[src/hw/rtl/okslt_pkg.sv]
// Shared types and constants of the ordered keyed slot list block.
// Depends on nothing; used by every module of the block.
package okslt_pkg;

   localparam int DEPTH_DEFAULT = 16;

   localparam int KEY_W    = 32;
   localparam int COORD_W  = 16;
   localparam int HANDLE_W = 32;
   localparam int FUNC_W   = 2;
   localparam int STATUS_W = 2;
   localparam int POS_W    = 4;
   localparam int COUNT_W  = 5;
   localparam int CAP_W    = 5;
   localparam int ADDR_W   = 3;
   localparam int DATA_W   = 32;

   localparam logic [CAP_W-1:0] CAP_RESET  = 5'd16;
   localparam logic             KIND_RESET = 1'b0;

   localparam logic [STATUS_W-1:0] STATUS_OK   = 2'd0;
   localparam logic [STATUS_W-1:0] STATUS_MISS = 2'd1;
   localparam logic [STATUS_W-1:0] STATUS_FULL = 2'd2;
   localparam logic [STATUS_W-1:0] STATUS_KIND = 2'd3;

   localparam logic REG_CAPACITY  = 1'b0;
   localparam logic REG_DATA_KIND = 1'b1;

   localparam logic KIND_COORD = 1'b0;

   typedef enum logic [FUNC_W-1:0] {
      FUNC_CLEAR = 2'd0,
      FUNC_FIND  = 2'd1,
      FUNC_PULL  = 2'd2,
      FUNC_PUSH  = 2'd3
   } func_type;

   typedef struct packed {
      logic        [KEY_W-1:0]    key;
      logic signed [COORD_W-1:0]  x;
      logic signed [COORD_W-1:0]  y;
      logic        [HANDLE_W-1:0] handle;
   } entry_type;

   typedef struct packed {
      logic compare;
      logic remove;
      logic load;
      logic load_coord;
   } cell_ctl_type;

   typedef struct packed {
      logic [CAP_W-1:0] capacity;
      logic             data_kind;
   } csr_cfg_type;

endpackage

[src/hw/rtl/okslt_csr.sv]
// Configuration registers (capacity, data kind) behind the APB-style port.
// Depends on okslt_pkg.
module okslt_csr (
   input  logic                                clock,
   input  logic                                reset,
   input  logic                                psel,
   input  logic                                penable,
   input  logic                                pwrite,
   input  logic [okslt_pkg::ADDR_W-1:0]        paddr,
   input  logic [okslt_pkg::DATA_W-1:0]        pwdata,
   output logic [okslt_pkg::DATA_W-1:0]        prdata,
   output logic                                pready,
   output okslt_pkg::csr_cfg_type              cfg
);

   okslt_pkg::csr_cfg_type cfg_ff;
   okslt_pkg::csr_cfg_type cfg_in;
   logic                   wr_en;
   logic                   reg_index;

   assign wr_en     = psel && penable && pwrite;
   assign reg_index = paddr[2];
   assign pready    = 1'b1;
   assign cfg       = cfg_ff;

   always_comb begin
      cfg_in = cfg_ff;
      if (wr_en) begin
         unique case (reg_index)
            okslt_pkg::REG_CAPACITY: begin
               cfg_in.capacity = pwdata[okslt_pkg::CAP_W-1:0];
            end
            okslt_pkg::REG_DATA_KIND: begin
               cfg_in.data_kind = pwdata[0];
            end
            default: begin
               cfg_in = cfg_ff;
            end
         endcase
      end
   end

   always_comb begin
      unique case (reg_index)
         okslt_pkg::REG_CAPACITY: begin
            prdata = okslt_pkg::DATA_W'(cfg_ff.capacity);
         end
         okslt_pkg::REG_DATA_KIND: begin
            prdata = okslt_pkg::DATA_W'(cfg_ff.data_kind);
         end
         default: begin
            prdata = '0;
         end
      endcase
   end

   always_ff @(posedge clock) begin
      if (reset) begin
         cfg_ff.capacity  <= okslt_pkg::CAP_RESET;
         cfg_ff.data_kind <= okslt_pkg::KIND_RESET;
      end else begin
         cfg_ff <= cfg_in;
      end
   end

endmodule

[src/hw/rtl/okslt_cell.sv]
// One slot of the list: holds an entry, compares its key and shifts down.
// Depends on okslt_pkg; instantiated in a row by the top level.
module okslt_cell #(
   parameter int INDEX = 0,
   parameter int CW    = 5,
   parameter int IW    = 4
) (
   input  logic                              clock,
   input  okslt_pkg::cell_ctl_type           ctl,
   input  logic [okslt_pkg::KEY_W-1:0]       cmp_key,
   input  logic [CW-1:0]                     count,
   input  logic [CW-1:0]                     load_at,
   input  okslt_pkg::entry_type              load_entry,
   input  okslt_pkg::entry_type              next_entry,
   input  logic                              seen_in,
   input  logic [IW-1:0]                     pos_in,
   output okslt_pkg::entry_type              entry,
   output logic                              seen_out,
   output logic [IW-1:0]                     pos_out
);

   okslt_pkg::entry_type entry_ff;
   okslt_pkg::entry_type entry_in;
   logic                 match_ff;
   logic                 match_in;
   logic                 occupied;
   logic                 shift;
   logic                 load_here;

   assign occupied  = CW'(INDEX) < count;
   assign seen_out  = seen_in | match_ff;
   assign pos_out   = match_ff ? IW'(INDEX) : pos_in;
   assign shift     = ctl.remove && seen_out;
   assign load_here = ctl.load && (load_at == CW'(INDEX));
   assign entry     = entry_ff;

   always_comb begin
      match_in = match_ff;
      if (ctl.compare) begin
         match_in = occupied && (entry_ff.key == cmp_key);
      end
   end

   always_comb begin
      entry_in = entry_ff;
      if (load_here) begin
         entry_in.key = load_entry.key;
         if (ctl.load_coord) begin
            entry_in.x = load_entry.x;
            entry_in.y = load_entry.y;
         end else begin
            entry_in.handle = load_entry.handle;
         end
      end else if (shift) begin
         entry_in = next_entry;
      end
   end

   always_ff @(posedge clock) begin
      entry_ff <= entry_in;
      match_ff <= match_in;
   end

endmodule

[src/hw/rtl/ordered_keyed_slot_list_core.sv]
// Ordered keyed slot list: a row of DEPTH slots kept in arrival order, searched by a 32-bit key.
// In the cycle an item is accepted every slot compares its key, and in the next cycle, the
// execute state, the row shifts to close a gap and the new entry is written, while the result
// is registered. The next item is accepted once the block is back in idle and the result
// register is free or being emptied. Keys in the list are unique, so a hit and its position
// ripple along the row of slots. Configuration must be written through the APB-style port
// while no item is in flight; the block itself does not enforce this.
// Depends on okslt_pkg, okslt_csr and okslt_cell.
module ordered_keyed_slot_list_core #(
   parameter int DEPTH = okslt_pkg::DEPTH_DEFAULT
) (
   input  logic                                  clock,
   input  logic                                  reset,
   input  logic                                  req_valid,
   output logic                                  req_ready,
   input  logic [okslt_pkg::FUNC_W-1:0]          req_func,
   input  logic [okslt_pkg::KEY_W-1:0]           req_key,
   input  logic                                  req_push_kind,
   input  logic signed [okslt_pkg::COORD_W-1:0]  req_coord_x,
   input  logic signed [okslt_pkg::COORD_W-1:0]  req_coord_y,
   input  logic [okslt_pkg::HANDLE_W-1:0]        req_handle,
   output logic                                  rsp_valid,
   input  logic                                  rsp_ready,
   output logic [okslt_pkg::STATUS_W-1:0]        rsp_status,
   output logic [okslt_pkg::POS_W-1:0]           rsp_position,
   output logic [okslt_pkg::COUNT_W-1:0]         rsp_count,
   input  logic                                  psel,
   input  logic                                  penable,
   input  logic                                  pwrite,
   input  logic [okslt_pkg::ADDR_W-1:0]          paddr,
   input  logic [okslt_pkg::DATA_W-1:0]          pwdata,
   output logic [okslt_pkg::DATA_W-1:0]          prdata,
   output logic                                  pready
);

   localparam int CW = $clog2(DEPTH + 1);
   localparam int IW = (DEPTH > 1) ? $clog2(DEPTH) : 1;
   localparam int PW = (CW > okslt_pkg::POS_W) ? CW : okslt_pkg::POS_W;
   localparam int RW = (CW > okslt_pkg::COUNT_W) ? CW : okslt_pkg::COUNT_W;
   localparam int EW = (CW > okslt_pkg::CAP_W) ? CW : okslt_pkg::CAP_W;

   typedef enum logic {
      ST_IDLE,
      ST_EXEC
   } state_type;

   okslt_pkg::csr_cfg_type  cfg;
   okslt_pkg::cell_ctl_type ctl;
   okslt_pkg::entry_type    load_ff;
   okslt_pkg::entry_type    entries [DEPTH];
   okslt_pkg::func_type     func_ff;
   logic                    push_kind_ff;
   logic                    seen_chain [DEPTH+1];
   logic [IW-1:0]           pos_chain [DEPTH+1];

   state_type                        state_ff;
   state_type                        state_in;
   logic [CW-1:0]                    count_ff;
   logic [CW-1:0]                    count_in;
   logic                             rsp_valid_ff;
   logic                             rsp_valid_in;
   logic [okslt_pkg::STATUS_W-1:0]   rsp_status_ff;
   logic [okslt_pkg::STATUS_W-1:0]   rsp_status_in;
   logic [PW-1:0]                    rsp_pos_ff;
   logic [PW-1:0]                    rsp_pos_in;

   logic          accept;
   logic          hit;
   logic [CW-1:0] cnt_after;
   logic [CW-1:0] load_at;
   logic [EW-1:0] cap_ext;
   logic [EW-1:0] eff_cap;
   logic [RW-1:0] count_ext;

   okslt_csr u_okslt_csr (
      .clock   (clock),
      .reset   (reset),
      .psel    (psel),
      .penable (penable),
      .pwrite  (pwrite),
      .paddr   (paddr),
      .pwdata  (pwdata),
      .prdata  (prdata),
      .pready  (pready),
      .cfg     (cfg)
   );

   assign seen_chain[0] = 1'b0;
   assign pos_chain[0]  = '0;

   for (genvar i = 0; i < DEPTH; i++) begin : g_cell
      okslt_pkg::entry_type next_entry;
      if (i == DEPTH - 1) begin : g_last
         assign next_entry = entries[i];
      end else begin : g_mid
         assign next_entry = entries[i+1];
      end
      okslt_cell #(
         .INDEX (i),
         .CW    (CW),
         .IW    (IW)
      ) u_okslt_cell (
         .clock      (clock),
         .ctl        (ctl),
         .cmp_key    (req_key),
         .count      (count_ff),
         .load_at    (load_at),
         .load_entry (load_ff),
         .next_entry (next_entry),
         .seen_in    (seen_chain[i]),
         .pos_in     (pos_chain[i]),
         .entry      (entries[i]),
         .seen_out   (seen_chain[i+1]),
         .pos_out    (pos_chain[i+1])
      );
   end

   assign req_ready = (state_ff == ST_IDLE) && (!rsp_valid_ff || rsp_ready);
   assign accept    = req_valid && req_ready;
   assign hit       = seen_chain[DEPTH];
   assign cnt_after = count_ff - CW'(hit);
   assign load_at   = cnt_after;
   assign cap_ext   = EW'(cfg.capacity);

   always_comb begin
      if (cap_ext == '0) begin
         eff_cap = EW'(1);
      end else if (cap_ext > EW'(DEPTH)) begin
         eff_cap = EW'(DEPTH);
      end else begin
         eff_cap = cap_ext;
      end
   end

   always_comb begin
      state_in       = state_ff;
      count_in       = count_ff;
      rsp_valid_in   = rsp_valid_ff && !rsp_ready;
      rsp_status_in  = rsp_status_ff;
      rsp_pos_in     = rsp_pos_ff;
      ctl.compare    = accept;
      ctl.remove     = 1'b0;
      ctl.load       = 1'b0;
      ctl.load_coord = (push_kind_ff == okslt_pkg::KIND_COORD);
      unique case (state_ff)
         ST_IDLE: begin
            if (accept) begin
               state_in = ST_EXEC;
            end
         end
         ST_EXEC: begin
            state_in      = ST_IDLE;
            rsp_valid_in  = 1'b1;
            rsp_status_in = okslt_pkg::STATUS_OK;
            rsp_pos_in    = '0;
            case (func_ff)
               okslt_pkg::FUNC_CLEAR: begin
                  count_in = '0;
               end
               okslt_pkg::FUNC_FIND: begin
                  if (hit) begin
                     rsp_pos_in = PW'(pos_chain[DEPTH]);
                  end else begin
                     rsp_status_in = okslt_pkg::STATUS_MISS;
                  end
               end
               okslt_pkg::FUNC_PULL: begin
                  if (hit) begin
                     rsp_pos_in = PW'(pos_chain[DEPTH]);
                     ctl.remove = 1'b1;
                     count_in   = cnt_after;
                  end else begin
                     rsp_status_in = okslt_pkg::STATUS_MISS;
                  end
               end
               okslt_pkg::FUNC_PUSH: begin
                  if (push_kind_ff != cfg.data_kind) begin
                     rsp_status_in = okslt_pkg::STATUS_KIND;
                  end else begin
                     ctl.remove = 1'b1;
                     if (EW'(cnt_after) >= eff_cap) begin
                        rsp_status_in = okslt_pkg::STATUS_FULL;
                        count_in      = cnt_after;
                     end else begin
                        ctl.load   = 1'b1;
                        rsp_pos_in = PW'(cnt_after);
                        count_in   = cnt_after + CW'(1);
                     end
                  end
               end
               default: begin
                  count_in = count_ff;
               end
            endcase
         end
         default: begin
            state_in = ST_IDLE;
         end
      endcase
   end

   always_ff @(posedge clock) begin
      if (reset) begin
         state_ff     <= ST_IDLE;
         count_ff     <= '0;
         rsp_valid_ff <= 1'b0;
      end else begin
         state_ff      <= state_in;
         count_ff      <= count_in;
         rsp_valid_ff  <= rsp_valid_in;
         rsp_status_ff <= rsp_status_in;
         rsp_pos_ff    <= rsp_pos_in;
      end
   end

   always_ff @(posedge clock) begin
      if (accept) begin
         func_ff        <= okslt_pkg::func_type'(req_func);
         push_kind_ff   <= req_push_kind;
         load_ff.key    <= req_key;
         load_ff.x      <= req_coord_x;
         load_ff.y      <= req_coord_y;
         load_ff.handle <= req_handle;
      end
   end

   assign count_ext    = RW'(count_ff);
   assign rsp_valid    = rsp_valid_ff;
   assign rsp_status   = rsp_status_ff;
   assign rsp_position = rsp_pos_ff[okslt_pkg::POS_W-1:0];
   assign rsp_count    = count_ext[okslt_pkg::COUNT_W-1:0];

endmodule

[config.mk]
export PLATFORM = sky130hd
export DESIGN_NAME = ordered_keyed_slot_list_core
export DESIGN_NICKNAME = d
export VERILOG_FILES = /design/src/hw/rtl/okslt_pkg.sv /design/src/hw/rtl/okslt_csr.sv /design/src/hw/rtl/okslt_cell.sv /design/src/hw/rtl/ordered_keyed_slot_list_core.sv
export SDC_FILE = /design/constraint.sdc
export NUM_CORES = 1
export LEC_CHECK = 0
export BUFFER_PORTS_ARGS = -buffer_cell sky130_fd_sc_hd__buf_4
export CAP_MARGIN = 0
export CORE_MARGIN = 3
export CORE_UTILIZATION = 36
export DETAILED_ROUTE_END_ITERATION = 7
export GPL_ROUTABILITY_DRIVEN = 1
export PLACE_DENSITY = 0.61
export SKIP_CTS_REPAIR_TIMING = 1
export SYNTH_ARGS = -nofsm -noshare
export SYNTH_HDL_FRONTEND = slang
export SYNTH_SLANG_ARGS = --single-unit
export TNS_END_PERCENT = 50
[constraint.sdc]
create_clock -name clock -period 9.2 [get_ports clock]
set_input_delay 2.76 -clock clock [delete_from_list [all_inputs] [get_ports clock]]
set_output_delay 2.76 -clock clock [all_outputs]
set_load 0.02 [all_outputs]
### Word-level counts from Yosys, hierarchy flattened

Cells that the tools add are included.

* word-level logic and storage cells: 374
* output and inout port bits: 46
* register bits after elaboration: 1606
* bits of input ports: 141

* reduce and logical (&&, ||, !) cells: 109
* bitwise logic cells: 19
* multiplexer cells: 71
* eq/ne operators: 65
* magnitude comparators: 18
* $add $sub $neg: 2

Operators by type and width (count)
* two-way mux 96 bit: 30
* equality test 32 bit: 16
* AND reduction 2 bit: 33
* two-way mux 32 bit: 2
* one-hot mux 32 bit (2 select lines): 1
* != test 2 bit, second input constant: 30
* logical AND 1 bit: 52
* two-way mux 4 bit: 11
* equality test 5 x 4 -> 1 bit, second input constant: 8
* < comparator 4 x 5 -> 1 bit, first input constant: 8
* nonzero test 2 bit: 15
* two-way mux 5 bit: 5
* equality test 5 x 3 -> 1 bit, second input constant: 4
* < comparator 3 x 5 -> 1 bit, first input constant: 4
* bitwise OR 1 bit: 15
* one-hot mux 5 bit (3 select lines): 1
* two-way mux 2 bit: 6
* two-way mux 3 bit: 4
* equality test 5 x 2 -> 1 bit, second input constant: 2
* zero test 5 bit: 2
* < comparator 1 x 5 -> 1 bit, first input constant: 2
* < comparator 2 x 5 -> 1 bit, first input constant: 2
* one-hot mux 4 bit (2 select lines): 1
* two-way mux 1 bit: 7
* other kinds (17): 23

### Longest topological paths before layout

* word-level depth: 24
* depth in mapped cells: 16
* depth with buffers taken out: 15

### By module

Synthesis repeated with hierarchy kept, for this count alone.

* cells, all modules: 4862
* area, all modules: 77264.1 sq um

By module, submodules not included
* okslt_cell (g_cell[10].u_okslt_cell ...): area an instance 4529.3 sq um, cells each 261, sequential area each 2912.8 sq um, instances 2
* okslt_cell (g_cell[0].u_okslt_cell): area an instance 4560.6 sq um, cells each 465, sequential area each 2912.8 sq um, instances 1
* okslt_cell (g_cell[14].u_okslt_cell): area an instance 4559.4 sq um, cells each 260, sequential area each 2912.8 sq um, instances 1
* okslt_cell (g_cell[11].u_okslt_cell): area an instance 4558.1 sq um, cells each 261, sequential area each 2912.8 sq um, instances 1
* okslt_cell (g_cell[13].u_okslt_cell): area an instance 4556.9 sq um, cells each 260, sequential area each 2912.8 sq um, instances 1
* okslt_cell (g_cell[7].u_okslt_cell): area an instance 4555.6 sq um, cells each 260, sequential area each 2912.8 sq um, instances 1
* okslt_cell (g_cell[15].u_okslt_cell): area an instance 4550.6 sq um, cells each 260, sequential area each 2912.8 sq um, instances 1
* okslt_cell (g_cell[3].u_okslt_cell): area an instance 4549.4 sq um, cells each 461, sequential area each 2912.8 sq um, instances 1
* okslt_cell (g_cell[4].u_okslt_cell): area an instance 4531.8 sq um, cells each 261, sequential area each 2912.8 sq um, instances 1
* okslt_cell (g_cell[8].u_okslt_cell): area an instance 4531.8 sq um, cells each 260, sequential area each 2912.8 sq um, instances 1
* okslt_cell (g_cell[2].u_okslt_cell): area an instance 4529.3 sq um, cells each 260, sequential area each 2912.8 sq um, instances 1
* okslt_cell (g_cell[12].u_okslt_cell): area an instance 4526.8 sq um, cells each 260, sequential area each 2912.8 sq um, instances 1
* okslt_cell (g_cell[9].u_okslt_cell): area an instance 4526.8 sq um, cells each 261, sequential area each 2912.8 sq um, instances 1
* okslt_cell (g_cell[5].u_okslt_cell): area an instance 4525.6 sq um, cells each 261, sequential area each 2912.8 sq um, instances 1
* 3 more rows

### Worst setup path after synthesis

No wires, ideal clock.

* kind: register -> register
* from: register g_cell[8].u_okslt_cell.match_ff
* to: register g_cell[15].u_okslt_cell.entry_ff (netlist bit g_cell[15].u_okslt_cell.entry[64]) (enable)
* clock period less this slack: 6.471 ns
* required time: 8.739 ns
* buffers on the path: 1
* setup slack: 2.729 ns
* setup time: 0.461 ns
* cell stages (with the launch flop): 14
* arrival: 6.010 ns
* path through: edfxtp_1 nor4_1 nand4_1 ha_1 ha_1 xnor2_1 buf_2 inv_2 ha_1 a21o_1 a31oi_1 maj3_1 a22oi_1 nor3_1

* word-level cells in the longest chain between the ends: 15
* elaborated cells between the ends (all ways): 16
* those cells by class: add/sub (1); order compare (1); eq/ne (1); mux (4); bitwise (8); reduce/logical (1)

Ends and longest elaborated chain
* from (decl): RTL line okslt_cell.sv:24 `logic match_ff;`
* from (signal assigned): RTL line okslt_cell.sv:61 `match_ff <= match_in;`
* bitwise OR 1 bit * (8 in series): RTL line okslt_cell.sv:31 `assign seen_out = seen_in | match_ff;`
* subtractor 5 x 1 -> 5 bit *: RTL line ordered_keyed_slot_list_core.sv:121 `assign cnt_after = count_ff - CW'(hit);`
* greater-or-equal comparator 5 bit: RTL line ordered_keyed_slot_list_core.sv:181 `if (EW'(cnt_after) >= eff_cap) begin`
* two-way mux 1 bit: RTL line ordered_keyed_slot_list_core.sv:181
* two-way mux 2 bit: RTL line ordered_keyed_slot_list_core.sv:177 `if (push_kind_ff != cfg.data_kind) begin`
* two-way mux 1 bit: RTL line ordered_keyed_slot_list_core.sv:156 `case (func_ff)`
* two-way mux 2 bit: RTL line ordered_keyed_slot_list_core.sv:145 `unique case (state_ff)`
* logical AND 1 bit *: RTL line okslt_cell.sv:34 `assign load_here = ctl.load && (load_at == CW'(INDEX));`
* via g_cell[15].u_okslt_cell.load_here: RTL line okslt_cell.sv:28 `logic load_here;`
* to (signal assigned): RTL line okslt_cell.sv:60 `entry_ff <= entry_in;`
* to (decl): RTL line okslt_cell.sv:22 `okslt_pkg::entry_type entry_ff;`

Mark *: on every way through the listed nets, which the timed path passes. The rest lies on a longest branch.
A chain may end at the register's enable or synchronous reset.

### Worst setup path after layout

* from: register g_cell[14].u_okslt_cell.match_ff
* to: register g_cell[0].u_okslt_cell.entry_ff (netlist bit g_cell[0].u_okslt_cell.entry[84]) (enable)

* word-level cells in the longest chain between the ends: 10
* elaborated cells between the ends (all ways): 14
* those cells by class: add/sub (1); order compare (1); mux (6); bitwise (2); reduce/logical (4)

Ends and longest elaborated chain (RTL line)
* from (decl): okslt_cell.sv:24
* from (signal assigned): okslt_cell.sv:61
* bitwise OR 1 bit * (2 in series): okslt_cell.sv:31
* subtractor 5 x 1 -> 5 bit: ordered_keyed_slot_list_core.sv:121
* greater-or-equal comparator 5 bit: ordered_keyed_slot_list_core.sv:181
* two-way mux 1 bit: ordered_keyed_slot_list_core.sv:181
* two-way mux 2 bit: ordered_keyed_slot_list_core.sv:177
* two-way mux 1 bit: ordered_keyed_slot_list_core.sv:156
* two-way mux 2 bit: ordered_keyed_slot_list_core.sv:145
* logical AND 1 bit: okslt_cell.sv:34
* nonzero test 2 bit (no line) *
* to (signal assigned): okslt_cell.sv:60
* to (decl): okslt_cell.sv:22

Every way passes the cells marked *; elsewhere a longest branch is shown, timed or not.

==> out/qor.csv <==
stage,metric,value,unit
routing,num_vias,18853,
routing,drtIter0Drc,1779,
synthesis,syn_inst,2175,
hold_path,hold_path.class,reg -> reg,
sta,final_hold_viol_count,0,
synthesis,synthTopCellsByCount,"edfxtp_1 (569), mux2_2 (380), xnor2_1 (277)",
worst_setup_path,end_kind,flip-flop,
hold_path,whs_path_depth,2,
cts,cts_sinks,582,
synthesis,synth_warnings,0,
routing,wl_per_cell,30.0,um
worst_setup_path,crit_required,9460,ps
place,dp_hpwl,64100,um
routing,viasPerCell,5.60,
sta,maxSlewViolCount,0,
cts,cts_tree,yes,
worst_setup_path,crit_arrival,7110,ps
run,drv_cap,0,
cts,clock_path_buffers,3,
pwr,p_sw,0.00153,W
grt,grt_antenna_before_repair,4,
pwr,seq_power_share,51.5,%
routing,dr.pass1.iters,6,
die,dieHeight,301,um
place,gp_congestion,0.892,
hold_path,whs_endpoint,rsp_valid,
worst_setup_path,cp_num_buf_inv,3,
grt,grt_usage,21.8,%
worst_setup_path,worstReg2RegEnd,g_cell[0].u_okslt_cell.entry[84],
pwr,power_per_cell_area,173,mW/mm2
worst_setup_path,reg2reg_slack,2340,ps
worst_setup_path,path_cells,nor4_1 -> nand4_1 -> ha_1 -> ha_1 -> xnor2_1 -> buf_4 -> inv_2 -> ha_1 -> a21o_1 -> a31oi_1 -> o311ai_4 -> nor4_4 -> buf_4 -> a31o_2,
pwr,switching_share,25.6,%
grt,grt_pass1_wl,142000,um
cts,cts_buffers,60,
die,die_w,301,um
routing,ant_nets,0,
pwr,clkPwrFrac,39.6,%
layout,drive_gt1_share,29.9,%
sta,skew,29.5,ps
synthesis,synth_top_area_cell,edfxtp_1,
cts,insertion_delay,640,ps
synthesis,ys.flop_type,edfxtp_1,
pwr,pwr-share-comb,8.9,%
worst_setup_path,critPathMostFrequentCell,ha_1,
synthesis,yosys.cell_count.top_type,edfxtp_1,
worst_setup_path,r2r-start,g_cell[14].u_okslt_cell.match_ff,
pwr,peakVddDrop,0.000135,V
die,start_util,36.6,%
worst_setup_path,r2r_cells,14,
layout,nFillCells,7836,
cts,clk_pin_slew,60,ps
pwr,intPower,0.00445,W
grt,grt_pass1_vias,19096,
pwr,cellLeakagePower,11.1,nW
sta,rsz0062_at_grt,false,
sta,slew_headroom,1.13,%
synthesis,synth_seq_cells,582,
synthesis,synth_top_area_share,54.4,%
place,port_buffers,65,
layout,diodes,0,
worst_setup_path,cpPeakStageDelay,1070,ps
synthesis,ys_seq_area_share,55.3,%
sta,setup-tns-final,0,ps
synthesis,syn_area_per_cell,14.4,um2
sta,setup_viol,0,
routing,drc,0,
cts,root_buffer,clkbuf_16,
synthesis,async_flop_share,0,%
sta,worst_pin_slew,1480,ps
routing,wirelength,101000,um
grt,grt_max_degree,44,
die,core_area,0.0858,mm2
die,num_io_pins,187,
sta,fmax,146,MHz
pwr,p_total,0.00598,W
sta,period_minus_slack,6860,ps
synthesis,netlist_area,0.0314,mm2
hold_path,hp-start,rsp_valid,
place,place_ws,2530,ps
worst_setup_path,crit_type,reg -> reg,
grt,gr-total-overflow,0,
worst_setup_path,worst_path_max_delay_cell,nor4_1,
worst_setup_path,worstPathMaxFanout,33,
synthesis,synth_edf_count,569,
outcome,status,finished clean,
die,design.die.area,0.0908,mm2
cts,cts_max_level,2,
sta,finalCritPeriodShare,74.5,%
layout,nets,2326,
worst_setup_path,cp-start-kind,flip-flop,
worst_setup_path,crit_family,compound AO/OA/AOI/OAI gates,
synthesis,ys_top_cells_by_area,"edfxtp_1 (54%), mux2_2 (14%), xnor2_1 (7.7%)",
sta,setup_ws,2340,ps
layout,syn_to_final_growth,10.2,%
synthesis,yosysUniqueCellTypes,67,
die,rows,107,
[routing by layer]
layer / track usage [%] / vias up / routed length [um]
met3: 3.90 / 216 / 7990
met5: 0 / - / 0
met1: 29.4 / 9716 / 42200
met4: 7.05 / 0 / 3530
met2: 35.7 / 929 / 47200
li1: - / 7992 / -
[how the worst max path moves through the flow]
| stage | start | end | slack, ps | cells after the start |
|---|---|---|---|---|
| 3_5_place_dp | g_cell[14].u_okslt_cell.match_ff | g_cell[0].u_okslt_cell.entry[94] | 2530 | 14 |
| 5_1_grt | g_cell[14].u_okslt_cell.match_ff | g_cell[0].u_okslt_cell.entry[84] | 2110 | 14 |
| 2_1_floorplan | g_cell[8].u_okslt_cell.match_ff | g_cell[15].u_okslt_cell.entry[64] | 2730 | 13 |
| 3_3_place_gp | g_cell[14].u_okslt_cell.match_ff | g_cell[14].u_okslt_cell.entry[86] | 2710 | 13 |
| 4_1_cts | g_cell[14].u_okslt_cell.match_ff | g_cell[0].u_okslt_cell.entry[76] | 2510 | 14 |
| 6_report | g_cell[14].u_okslt_cell.match_ff | g_cell[0].u_okslt_cell.entry[84] | 2340 | 14 |
[power groups by stage]
stage,registers (W),logic (W),clock network [W]
CTS,0.00308,0.000524,0.00240
finish,0.00308,0.000532,0.00237
global route,0.00308,0.000560,0.00251
global placement,0.00313,0.000517,0
detailed placement,0.00313,0.000521,0
floorplan,0.00306,0.000359,0
[worst register-to-register path: cells and delay by family (launching register included)]
family / cells / cell delay (ps)
flops: 1 / 550
fa+ha+maj: 3 / 960
buf+inv: 3 / 1040
simple gates: 3 / 1840
compound gates: 4 / 1910
xor+xnor: 1 / 140
[layout make-up]
cell class | instances | area (um2) | share of cell area (%)
Clock buffer | 70 | 1580 | 4.57
Clock inverter | 42 | 282 | 0.814
Inverter | 18 | 67.6 | 0.195
Multi-Input combinational cell | 1415 | 13200 | 38.1
Sequential cell | 582 | 17300 | 50.1
Tap cell | 1144 | 1430 | 4.14
Timing Repair Buffer | 94 | 706 | 2.04
[registers in the layout, summed over array words and instances, names as in the netlist]
register and cells:
rsp_status 2, state_ff 1, push_kind_ff 1, load_ff 32, g_cell.u_okslt_cell.entry 512, rsp_count 5
rsp_pos_ff 4, rsp_valid 1, u_okslt_csr.cfg 6, func_ff 2, g_cell.u_okslt_cell.match_ff 16
[layout by cell type (no fill, tap or decap), types with 13 or more instances in the layout]
cell       netlist  final
edfxtp_1       569    569
a21oi_1         17     17
ha_1            14     14
inv_1           16     16
nand2_1         26     26
mux2_4          60     60
nand4_1         77     77
nor4_1          87     87
mux2_1          41     41
mux2_2         380    380
clkinv_1         0     17
xnor2_1        277    277
xor2_1         239    239
clkbuf_16        0     62
conb_1           2     28
nor2_1          28     28
clkinv_2         0     19
buf_4           48     94
dfxtp_1         13     13
[stage by stage]
stage	instance area, um2	utilization [%]	hold WS, ps	cells
2_1_floorplan	31500	-	483	2201
3_3_place_gp	32700	38.1	516	3253
6_report	34600	40.3	535	3365
5_1_grt	34600	40.3	584	3365
3_5_place_dp	32700	38.1	527	3253
4_1_cts	34600	40.3	541	3365
[logic make-up (layout without fill, tap and decap cells)]
family / after synthesis / after routing / synth area share (%)
XOR/XNOR: 518 / 518 / 14.5
AO/OA/AOI/OAI: 84 / 84 / 2.01
adder cells (fa/ha/maj): 15 / 15 / 0.590
flip-flops: 582 / 582 / 55.3
multiplexers: 486 / 486 / 18.1
AND/OR/NAND/NOR: 284 / 284 / 5.92
other: 2 / 28 / 0.0239
buffers and inverters: 204 / 224 / 3.52
(Power assumes the default switching activity.)
